==> src/rtl/arm_multiply_unit_macros.svh <==
// Assertion macros used by the multiply unit top level.
`ifndef ARM_MULTIPLY_UNIT_MACROS_SVH
`define ARM_MULTIPLY_UNIT_MACROS_SVH

`ifndef SYNTH
// Same-cycle implication: when a holds, c holds.
`define AMU_ASSERT_IMPL(label, clk, rst_n, a, c) \
	label: assert property (@(posedge clk) disable iff (!rst_n) (a) |-> (c)) \
		else $error("multiply unit assertion failed");
// Next-cycle implication: when a holds, c holds in the following cycle.
`define AMU_ASSERT_NEXT(label, clk, rst_n, a, c) \
	label: assert property (@(posedge clk) disable iff (!rst_n) (a) |=> (c)) \
		else $error("multiply unit assertion failed");
`else
`define AMU_ASSERT_IMPL(label, clk, rst_n, a, c)
`define AMU_ASSERT_NEXT(label, clk, rst_n, a, c)
`endif

`endif

==> src/rtl/amu_pkg.sv <==
// Types and codes of the multiply unit.
`default_nettype none
package amu_pkg;

	typedef enum logic [2:0] {
		CMD_MUL   = 3'd0,
		CMD_MLA   = 3'd1,
		CMD_UMULL = 3'd2,
		CMD_UMLAL = 3'd3,
		CMD_SMULL = 3'd4,
		CMD_SMLAL = 3'd5
	} cmd_t;

	typedef struct packed {
		logic [2:0]  cmd;
		logic        set_flags;
		logic [31:0] rm_value;
		logic [31:0] rs_value;
		logic [31:0] acc_low;
		logic [31:0] acc_high;
	} req_t;

	typedef struct packed {
		logic [31:0] result_low;
		logic [31:0] result_high;
		logic        writes_high;
		logic        flags_update;
		logic        flag_negative;
		logic        flag_zero;
		logic [2:0]  internal_cycles;
	} rsp_t;

	// Decoded control that travels down the pipeline with each request.
	typedef struct packed {
		logic       valid_cmd;
		logic       is_long;
		logic       is_signed;
		logic       acc_low_en;
		logic       acc_high_en;
		logic       upd;
		logic [2:0] cycles;
	} ctrl_t;

endpackage
`default_nettype wire

==> src/rtl/amu_decode.sv <==
// Operation decode and early-termination cycle count of the multiply unit.
`default_nettype none
module amu_decode (
	input  wire logic [2:0]  cmd,
	input  wire logic        set_flags,
	input  wire logic [31:0] rs_value,
	output amu_pkg::ctrl_t   ctrl
);
	import amu_pkg::*;

	logic       ones_ok;
	logic [2:0] m_cyc;
	logic [2:0] extra;

	// Count multiplier array passes: stop once the remaining upper bytes are all
	// zeros, or all ones for every form but UMULL and UMLAL.
	always_comb begin
		if (rs_value[31:8] == 24'h0 || (ones_ok && rs_value[31:8] == 24'hFFFFFF)) begin
			m_cyc = 3'd1;
		end else if (rs_value[31:16] == 16'h0 || (ones_ok && rs_value[31:16] == 16'hFFFF)) begin
			m_cyc = 3'd2;
		end else if (rs_value[31:24] == 8'h0 || (ones_ok && rs_value[31:24] == 8'hFF)) begin
			m_cyc = 3'd3;
		end else begin
			m_cyc = 3'd4;
		end
	end

	always_comb begin
		ctrl    = '0;
		ones_ok = 1'b1;
		extra   = 3'd0;
		unique case (cmd)
			CMD_MUL: begin
				ctrl.valid_cmd = 1'b1;
			end
			CMD_MLA: begin
				ctrl.valid_cmd  = 1'b1;
				ctrl.acc_low_en = 1'b1;
				extra           = 3'd1;
			end
			CMD_UMULL: begin
				ctrl.valid_cmd = 1'b1;
				ctrl.is_long   = 1'b1;
				ones_ok        = 1'b0;
				extra          = 3'd1;
			end
			CMD_UMLAL: begin
				ctrl.valid_cmd   = 1'b1;
				ctrl.is_long     = 1'b1;
				ctrl.acc_low_en  = 1'b1;
				ctrl.acc_high_en = 1'b1;
				ones_ok          = 1'b0;
				extra            = 3'd2;
			end
			CMD_SMULL: begin
				ctrl.valid_cmd = 1'b1;
				ctrl.is_long   = 1'b1;
				ctrl.is_signed = 1'b1;
				extra          = 3'd1;
			end
			CMD_SMLAL: begin
				ctrl.valid_cmd   = 1'b1;
				ctrl.is_long     = 1'b1;
				ctrl.is_signed   = 1'b1;
				ctrl.acc_low_en  = 1'b1;
				ctrl.acc_high_en = 1'b1;
				extra            = 3'd2;
			end
			default: begin
				ctrl.valid_cmd = 1'b0;
			end
		endcase
		ctrl.upd    = ctrl.valid_cmd & set_flags;
		// Undefined codes report a single cycle.
		ctrl.cycles = ctrl.valid_cmd ? (m_cyc + extra) : 3'd1;
	end

endmodule
`default_nettype wire

==> src/rtl/arm_multiply_unit.sv <==
// Top level of the pipelined multiply and multiply-accumulate unit.
`default_nettype none
`include "arm_multiply_unit_macros.svh"
// Multiply unit for MUL, MLA, UMULL, UMLAL, SMULL and SMLAL. A request is taken
// on req when req_valid is high and req_stall low. Its response appears on rsp
// from the flag and response register, and is taken when rsp_valid is high and
// rsp_stall low. One request can enter every cycle while rsp_stall is low, so the
// sustained rate is one operation per cycle. There are five register stages,
// the first of which loads at the accepting edge: decode and operand
// capture, four 16x16 partial products, the 64-bit product sum with signed
// correction, the accumulate add, and the flag and response register.
// Each stage holds its own valid bit and advances whenever the stage after it
// is empty or moving, so bubbles close up under a stalled output and nothing is
// lost or repeated. Short forms give the low word with result_high zero; N and
// Z come from bit 31 and the low word for short forms, bit 63 and all 64 bits
// for long forms, and are computed even when set_flags is clear. Undefined
// command codes give an all-zero response with internal_cycles of one.
// internal_cycles is the early-termination count from the upper bytes of Rs,
// plus one for accumulation and one for a long result.
module arm_multiply_unit (
	input  wire logic         clk,
	input  wire logic         arst_n,
	input  wire logic         req_valid,
	output      logic         req_stall,
	input  wire amu_pkg::req_t req,
	output      logic         rsp_valid,
	input  wire logic         rsp_stall,
	output      amu_pkg::rsp_t rsp
);
	import amu_pkg::*;

	// Stage valid bits and advance enables.
	logic v_s1, v_s2, v_s3, v_s4, v_s5;
	logic adv1, adv2, adv3, adv4, adv5;

	ctrl_t ctrl_in;
	ctrl_t ctrl_s1, ctrl_s2, ctrl_s3, ctrl_s4;

	// Stage 1: operands and accumulator.
	logic [31:0] rm_s1, rs_s1;
	logic [63:0] acc_s1;

	// Stage 2: partial products and signed correction.
	logic [31:0] pp_ll_s2, pp_lh_s2, pp_hl_s2, pp_hh_s2;
	logic [31:0] corr_s2;
	logic [63:0] acc_s2;

	// Stage 3: full product.
	logic [63:0] prod_s3;
	logic [63:0] acc_s3;
	logic [32:0] mid_sum;

	// Stage 4: result.
	logic [63:0] res_s4;
	logic [63:0] res_sum;

	rsp_t rsp_s5;

	amu_decode u_decode (
		.cmd       (req.cmd),
		.set_flags (req.set_flags),
		.rs_value  (req.rs_value),
		.ctrl      (ctrl_in)
	);

	// A stage advances when it is empty or the next stage advances.
	assign adv5 = !v_s5 || !rsp_stall;
	assign adv4 = !v_s4 || adv5;
	assign adv3 = !v_s3 || adv4;
	assign adv2 = !v_s2 || adv3;
	assign adv1 = !v_s1 || adv2;

	assign req_stall = !adv1;
	assign rsp_valid = v_s5;
	assign rsp       = rsp_s5;

	always_ff @(posedge clk or negedge arst_n) begin
		if (!arst_n) begin
			v_s1 <= 1'b0;
			v_s2 <= 1'b0;
			v_s3 <= 1'b0;
			v_s4 <= 1'b0;
			v_s5 <= 1'b0;
		end else begin
			if (adv1) v_s1 <= req_valid;
			if (adv2) v_s2 <= v_s1;
			if (adv3) v_s3 <= v_s2;
			if (adv4) v_s4 <= v_s3;
			if (adv5) v_s5 <= v_s4;
		end
	end

	// Stage 1: capture operands, select the accumulator the form uses.
	always_ff @(posedge clk) begin
		if (adv1) begin
			ctrl_s1 <= ctrl_in;
			rm_s1   <= req.rm_value;
			rs_s1   <= req.rs_value;
			acc_s1  <= {(ctrl_in.acc_high_en ? req.acc_high : 32'h0),
			            (ctrl_in.acc_low_en  ? req.acc_low  : 32'h0)};
		end
	end

	// Stage 2: four 16x16 partial products. A signed product differs from the
	// unsigned one only in the high word: subtract Rs when Rm is negative and
	// Rm when Rs is negative.
	always_ff @(posedge clk) begin
		if (adv2) begin
			ctrl_s2  <= ctrl_s1;
			pp_ll_s2 <= rm_s1[15:0]  * rs_s1[15:0];
			pp_lh_s2 <= rm_s1[15:0]  * rs_s1[31:16];
			pp_hl_s2 <= rm_s1[31:16] * rs_s1[15:0];
			pp_hh_s2 <= rm_s1[31:16] * rs_s1[31:16];
			corr_s2  <= ((ctrl_s1.is_signed && rm_s1[31]) ? rs_s1 : 32'h0)
			          + ((ctrl_s1.is_signed && rs_s1[31]) ? rm_s1 : 32'h0);
			acc_s2   <= acc_s1;
		end
	end

	// Stage 3: sum the partial products and apply the signed correction into the 64-bit product.
	assign mid_sum = {1'b0, pp_lh_s2} + {1'b0, pp_hl_s2};

	always_ff @(posedge clk) begin
		if (adv3) begin
			ctrl_s3 <= ctrl_s2;
			prod_s3 <= {pp_hh_s2 - corr_s2, pp_ll_s2} + {15'h0, mid_sum, 16'h0};
			acc_s3  <= acc_s2;
		end
	end

	// Stage 4: accumulate; drop the high word for short forms and zero the
	// result of an undefined code.
	assign res_sum = prod_s3 + acc_s3;

	always_ff @(posedge clk) begin
		if (adv4) begin
			ctrl_s4 <= ctrl_s3;
			res_s4  <= {(ctrl_s3.valid_cmd && ctrl_s3.is_long) ? res_sum[63:32] : 32'h0,
			            ctrl_s3.valid_cmd ? res_sum[31:0] : 32'h0};
		end
	end

	// Stage 5: flags and response register.
	always_ff @(posedge clk) begin
		if (adv5) begin
			rsp_s5.result_low      <= res_s4[31:0];
			rsp_s5.result_high     <= res_s4[63:32];
			rsp_s5.writes_high     <= ctrl_s4.valid_cmd && ctrl_s4.is_long;
			rsp_s5.flags_update    <= ctrl_s4.upd;
			rsp_s5.flag_negative   <= ctrl_s4.valid_cmd &&
			                          (ctrl_s4.is_long ? res_s4[63] : res_s4[31]);
			rsp_s5.flag_zero       <= ctrl_s4.valid_cmd &&
			                          (res_s4[31:0] == 32'h0) &&
			                          (!ctrl_s4.is_long || res_s4[63:32] == 32'h0);
			rsp_s5.internal_cycles <= ctrl_s4.cycles;
		end
	end

	// A request taken at the input occupies stage one next cycle.
	`AMU_ASSERT_NEXT(a_take_fills_s1, clk, arst_n, req_valid && !req_stall, v_s1)
	// Short forms never write a high word.
	`AMU_ASSERT_IMPL(a_short_high_zero, clk, arst_n,
		rsp_valid && !rsp.writes_high, rsp.result_high == 32'h0)
	// Cycle count stays between one and six.
	`AMU_ASSERT_IMPL(a_cycles_range, clk, arst_n, rsp_valid,
		rsp.internal_cycles >= 3'd1 && rsp.internal_cycles <= 3'd6)
	// Z agrees with the delivered result words.
	`AMU_ASSERT_IMPL(a_zero_consistent, clk, arst_n, rsp_valid && rsp.flag_zero,
		rsp.result_low == 32'h0 && rsp.result_high == 32'h0)
	// The input only stalls while stages one and two are both full.
	`AMU_ASSERT_IMPL(a_stall_only_full, clk, arst_n, req_stall, v_s1 && v_s2)

endmodule
`default_nettype wire
==> config.mk <==
export PLATFORM = sky130hd
export DESIGN_NAME = arm_multiply_unit
export DESIGN_NICKNAME = d
export VERILOG_FILES = /design/src/rtl/amu_pkg.sv /design/src/rtl/amu_decode.sv /design/src/rtl/arm_multiply_unit.sv
export VERILOG_INCLUDE_DIRS = /design/src /design/src/rtl
export SDC_FILE = /design/constraint.sdc
export NUM_CORES = 2
export LEC_CHECK = 0
export BUFFER_PORTS_ARGS = -buffer_cell sky130_fd_sc_hd__buf_2
export CAP_MARGIN = 40
export CORE_MARGIN = 3
export CORE_UTILIZATION = 65
export DETAILED_ROUTE_END_ITERATION = 6
export HOLD_SLACK_MARGIN = 0.15
export PLACE_DENSITY_LB_ADDON = 0.15
export SLEW_MARGIN = 20
export SYNTH_ARGS = -nofsm -noshare
export SYNTH_HDL_FRONTEND = slang
export SYNTH_HIERARCHICAL = 1
export SYNTH_SLANG_ARGS = --single-unit
==> constraint.sdc <==
create_clock -name clk -period 11.4 [get_ports clk]
set_clock_uncertainty 0.1 [all_clocks]
set_input_delay 0.57 -clock clk [delete_from_list [all_inputs] [get_ports clk]]
set_output_delay 0.57 -clock clk [all_outputs]
set_load 0.01 [all_outputs]
* Yosys cells after proc, flatten, opt, wreduce, memory -nomap -nowiden
Cells that the tools add are included.
Storage, ports and cells: input port bits 136, register bits after elaboration 645, RAM bits 0, latch bits 0, memories 0, ROM bits 0
Cells by class: $mul 4, add/sub/neg operators 6, divide/modulo/power cells 0, bitwise operators 1, equal/unequal tests 8, muxes and demuxes 13, reduce and logical (&&, ||, !) cells 40, shift operators 0, $lt $le $gt $ge 0
Operators by type and width (number):
- 16-bit by 16-bit multiplier with 32-bit output | 4
- 64-bit by 49-bit adder with 64-bit output | 1
- 64-bit adder | 1
- 32-bit zero test | 2
- 32-bit two-way mux | 2
- 32-bit by 32-bit adder with 33-bit output | 1
- 32-bit adder | 1
- 32-bit subtractor | 1
- 24-bit == test, second input constant | 1
- 24-bit zero test | 1
- 16-bit == test, second input constant | 1
- 16-bit zero test | 1
- 1-bit logical AND | 10
- 1-bit logical OR | 9
- 3-bit two-way mux | 3
- 8-bit == test, second input constant | 1
- 1-bit zero test | 8
- 8-bit zero test | 1
- 1-bit two-way mux | 7
- 3-bit by 2-bit == test with 1-bit output, second input constant | 2
- 3-bit == test, second input constant | 2
- 2-bit OR reduction | 3
- 3-bit OR reduction | 2
- 6-bit OR reduction | 1
- other kinds (6) | 6

* Logic depth before layout (Yosys ltp)
depth in word-level cells 9, depth in mapped cells 27, depth with buffers taken out 25

* Hierarchy
Netlist, hierarchy kept.
By module, submodules not included:
- arm_multiply_unit | area each 64043.9 sq um, times used 1, cells an instance 6158
- amu_decode | area each 327.8 sq um, times used 1, cells an instance 44

* Least setup slack after synthesis
No wires, ideal clock.
kind input port to flip-flop, start input port rsp_stall, end register acc_s2[0], enable pin, required time 8931 ps, data arrival time 5862 ps, slack 3068 ps, stages 2, cell sequence and3_1 -> nand3_1
Between the ends: longest elaborated chain between the ends 5
RTL lines:
- start, declared | RTL line arm_multiply_unit.sv:27 | input wire logic rsp_stall,
- 1-bit zero test | RTL line arm_multiply_unit.sv:67 | assign adv5 = !v_s5 || !rsp_stall;
- 1-bit logical OR | RTL line arm_multiply_unit.sv:67
- 1-bit logical OR | RTL line arm_multiply_unit.sv:68 | assign adv4 = !v_s4 || adv5;
- 1-bit logical OR | RTL line arm_multiply_unit.sv:69 | assign adv3 = !v_s3 || adv4;
- 1-bit logical OR | RTL line arm_multiply_unit.sv:70 | assign adv2 = !v_s2 || adv3;
- named net adv2 | RTL line arm_multiply_unit.sv:34 | logic adv1, adv2, adv3, adv4, adv5;
- end signal, assigned | RTL line arm_multiply_unit.sv:116 | acc_s2 <= acc_s1;
- end, declared | RTL line arm_multiply_unit.sv:46 | logic [63:0] acc_s2;
The timed path passes the listed nets, and every way through them passes these cells. A chain may end at the register's enable or synchronous reset.

* Worst setup path after layout
start register rm_s1[11], end register pp_lh_s2[31] (data pin)
Between the ends: longest elaborated chain between the ends 1
RTL lines:
- start, declared | RTL line arm_multiply_unit.sv:40 | logic [31:0] rm_s1, rs_s1;
- start signal, assigned | RTL line arm_multiply_unit.sv:97 | rm_s1 <= req.rm_value;
- 16-bit by 16-bit multiplier with 32-bit output | RTL line arm_multiply_unit.sv:111 | pp_lh_s2 <= rm_s1[15:0] * rs_s1[31:16];
- end signal, assigned | RTL line arm_multiply_unit.sv:111
- end, declared | RTL line arm_multiply_unit.sv:44 | logic [31:0] pp_ll_s2, pp_lh_s2, pp_hl_s2, pp_hh_s2;
Every way passes these cells.

==> flow_summary.yaml <==
status:
  run_status: "complete, no violations"
setup_path:
  critical_path_arrival_ns: 8.10
  path_cells: "buf_4 -> nand2_1 -> fa_1 -> fa_1 -> fa_1 -> inv_1 -> fa_1 -> fa_1 -> inv_1 -> fa_1 -> inv_1 -> ha_1 -> nand3_1 -> or3_1 -> o21ai_0 -> nand3_1 -> o311ai_0 -> nand3_1 -> a31oi_1 -> a21o_1 -> a21oi_1 -> xnor2_1"
  startpoint_type: "register"
  cp_top_family: "adder cells"
  crit_fanout: 17
  required_ns: 11.69
  r2r-end: "pp_lh_s2[31]"
  r2r_start: "rm_s1[11]"
  reg2reg_depth: 22
  crit_buf_inv: 4
  cpPeakStageDelay_ns: 0.91
  crit_type: "register to register"
  reg2reg_setup_slack_ns: 3.60
  worst_path_max_delay_cell: "edfxtp_1"
  cp-end-kind: "register"
  cpMostUsedCell: "fa_1"
floorplanning:
  start_util_pct: 66.1
  num_rows: 114
  die_w_um: 321
  die_height_um: 321
  core_um2: 97400
  ios: 209
  dieArea_um2: 103000
final_layout:
  drive_above_1_share_pct: 7.02
  final_nets: 7985
  area_growth_pct: 9.78
  instances_no_fill: 7796
  fillCellCount: 6934
drt:
  drc_errors: 0
  first_pass_iters: 6
  antenna_left: 0
  vias: 45600
  drtIter0Drc: 3529
  wirelength_um: 160000
  avgRoutedWirePerCell_um: 20.5
  vias_per_cell: 5.85
yosys:
  ys_warn_count: 6
  ys_top_cells_by_count: "inv_1, fa_1, nand2_1, edfxtp_1, ha_1"
  avgSynthCellArea_um2: 10.4
  synthesis.area_um2: 64400
  async_flop_share_pct: 0.775
  synthDistinctLibCells: 94
  ys_ff_latch: 645
  synth_top_area_share_pct: 29.9
  ys_top_cells_by_area: "edfxtp_1, fa_1, ha_1"
  synth_largest_area_cell: "edfxtp_1"
  synth_edf_count: 640
  yosysMostFrequentCell: "inv_1"
  yosysSeqAreaShare_pct: 30.0
  synthFlopType: "edfxtp_1"
  synth_nets: 7730
  syn_inst: 6202
global_routing:
  grt_pass1_wl_um: 256000
  grt_pass1_vias: 47200
  grt.total_usage_pct: 31.9
  grt_antenna_before_repair: 14
  grt_max_degree: 73
  overflow: 0
sta:
  rsz0062_at_grt: "false"
  tns_ns: 0
  finalHoldViolCount: 0
  finalSetupViolations: 0
  worst_pin_slew_ns: 0.934
  min_period_ns: 7.80
  drv_slew: 0
  clock.fmax_ghz: 0.128
  relSlewSlack_pct: 36.1
  finalCritPeriodShare_pct: 68.4
worst_hold_path:
  min_path_type: "input pin to register"
  worstHoldEndpoint: "acc_s1[51]"
  min_from: "req[19]"
  hold_depth: 2
cts:
  cts_buffers: 73
  clock_path_buffers: 3
  clock_latency_ns: 0.65
  path_clk_slew_ns: 0.06
  cts_root_buf: "clkbuf_16"
  ctsResizeCount: 0
  cts.htree.levels: 3
  cts_tree: "done"
  clock_sinks: 645
placement:
  routabilityCongestion: 0.890
  post-place-cells: 7529
  dpl.hpwl_um: 115000
  io_buffers: 208
run:
  drv_cap: 0
cell usage in the layout (no fill, tap or decap), drive strengths merged, types with 8 or more instances in the layout:
cell	n
o31ai	13
a211o	8
nand3b	9
nor4	30
dlygate4sd3	121
a31oi	33
edfxtp	640
bufinv	9
and4	11
buf	300
or3	13
and2	552
nand2	682
nand4	32
nor2	222
ha	610
xnor2	212
o21a	48
fa	782
inv	1007
nor2b	29
a211oi	21
a21oi	249
a2111oi	11
and3	87
nand2b	39
a21o	145
xor2	80
o21ai	123
o21bai	50
nor3	38
or2	8
clkinv	33
nand3	63
o211ai	11
a21boi	10
clkbuf	82
worst reg2reg max path: stages (launching register included):
cell,delay (ns)
edfxtp_1,0.91
buf_4,0.41
nand2_1,0.13
fa_1,0.52
fa_1,0.51
fa_1,0.51
inv_1,0.05
fa_1,0.48
fa_1,0.49
inv_1,0.05
fa_1,0.48
inv_1,0.05
ha_1,0.38
nand3_1,0.13
or3_1,0.35
o21ai_0,0.44
nand3_1,0.22
o311ai_0,0.55
nand3_1,0.20
a31oi_1,0.26
a21o_1,0.15
a21oi_1,0.07
xnor2_1,0.12
sequential cells by signal, indices dropped and copies added (netlist names), 64 cells and up:
signal and count:
rsp 71, res_s4 64, acc_s1 64, acc_s3 64, prod_s3 64, acc_s2 64
per-stage QoR:
step	util, %	hold WS [ns]	setup WS, ns	area [um^2]
after global routing	72.5	0.150	3.26	70700
after floorplan	-	0.174	3.07	64400
after CTS	72.4	0.153	3.64	70500
after detailed placement	68.6	0.295	3.66	66900
final	72.5	0.184	3.60	70700
after global placement	68.5	0.287	3.83	66700
routing by layer:
layer | track usage [%] | vias up | share of wire [%]
li1 | - | 20700 | -
met2 | 53.0 | 1792 | 48
met1 | 41.8 | 22700 | 40
met4 | 10.9 | 16 | 3.5
met3 | 6.96 | 322 | 8.6
met5 | 0 | - | 0.077
worst max path at each step:
stage          startpoint      endpoint  depth (start not counted)
2_1_floorplan   rsp_stall     acc_s2[0]                          2
3_3_place_gp    rm_s1[12]  pp_lh_s2[31]                         22
3_5_place_dp    rm_s1[12]  pp_lh_s2[31]                         22
4_1_cts         rm_s1[12]  pp_lh_s2[31]                         22
5_1_grt         rm_s1[11]  pp_lh_s2[31]                         22
6_report        rm_s1[11]  pp_lh_s2[31]                         22
layout make-up:
type,instances,area (um^2),area share [%]
clock buffer,81,1880,2.66
inverter,1002,3760,5.32
clock inverter,51,588,0.832
multi-input combinational,4313,40400,57.1
timing repair buffer,422,3110,4.39
tap,1276,1600,2.26
antenna,6,15.0,0.0212
sequential,645,19300,27.4
timing repair:
item                                   4_1_cts  5_1_grt
hold buffers                               121        0
buffers inserted                             0        0
endpoints found under the hold margin      124        0
cell families after synthesis:
group	count (synthesis)	synth area share [%]
simple gates	1831	14.3
xor+xnor	292	4.00
mux	5	0.0778
buf+inv	1244	7.26
flops	645	30.0
compound gates	793	8.11
fa+ha+maj	1392	36.2
Power is not shown: default switching activity piles up to over one toggle a cycle in this logic, so the estimate is an artifact.
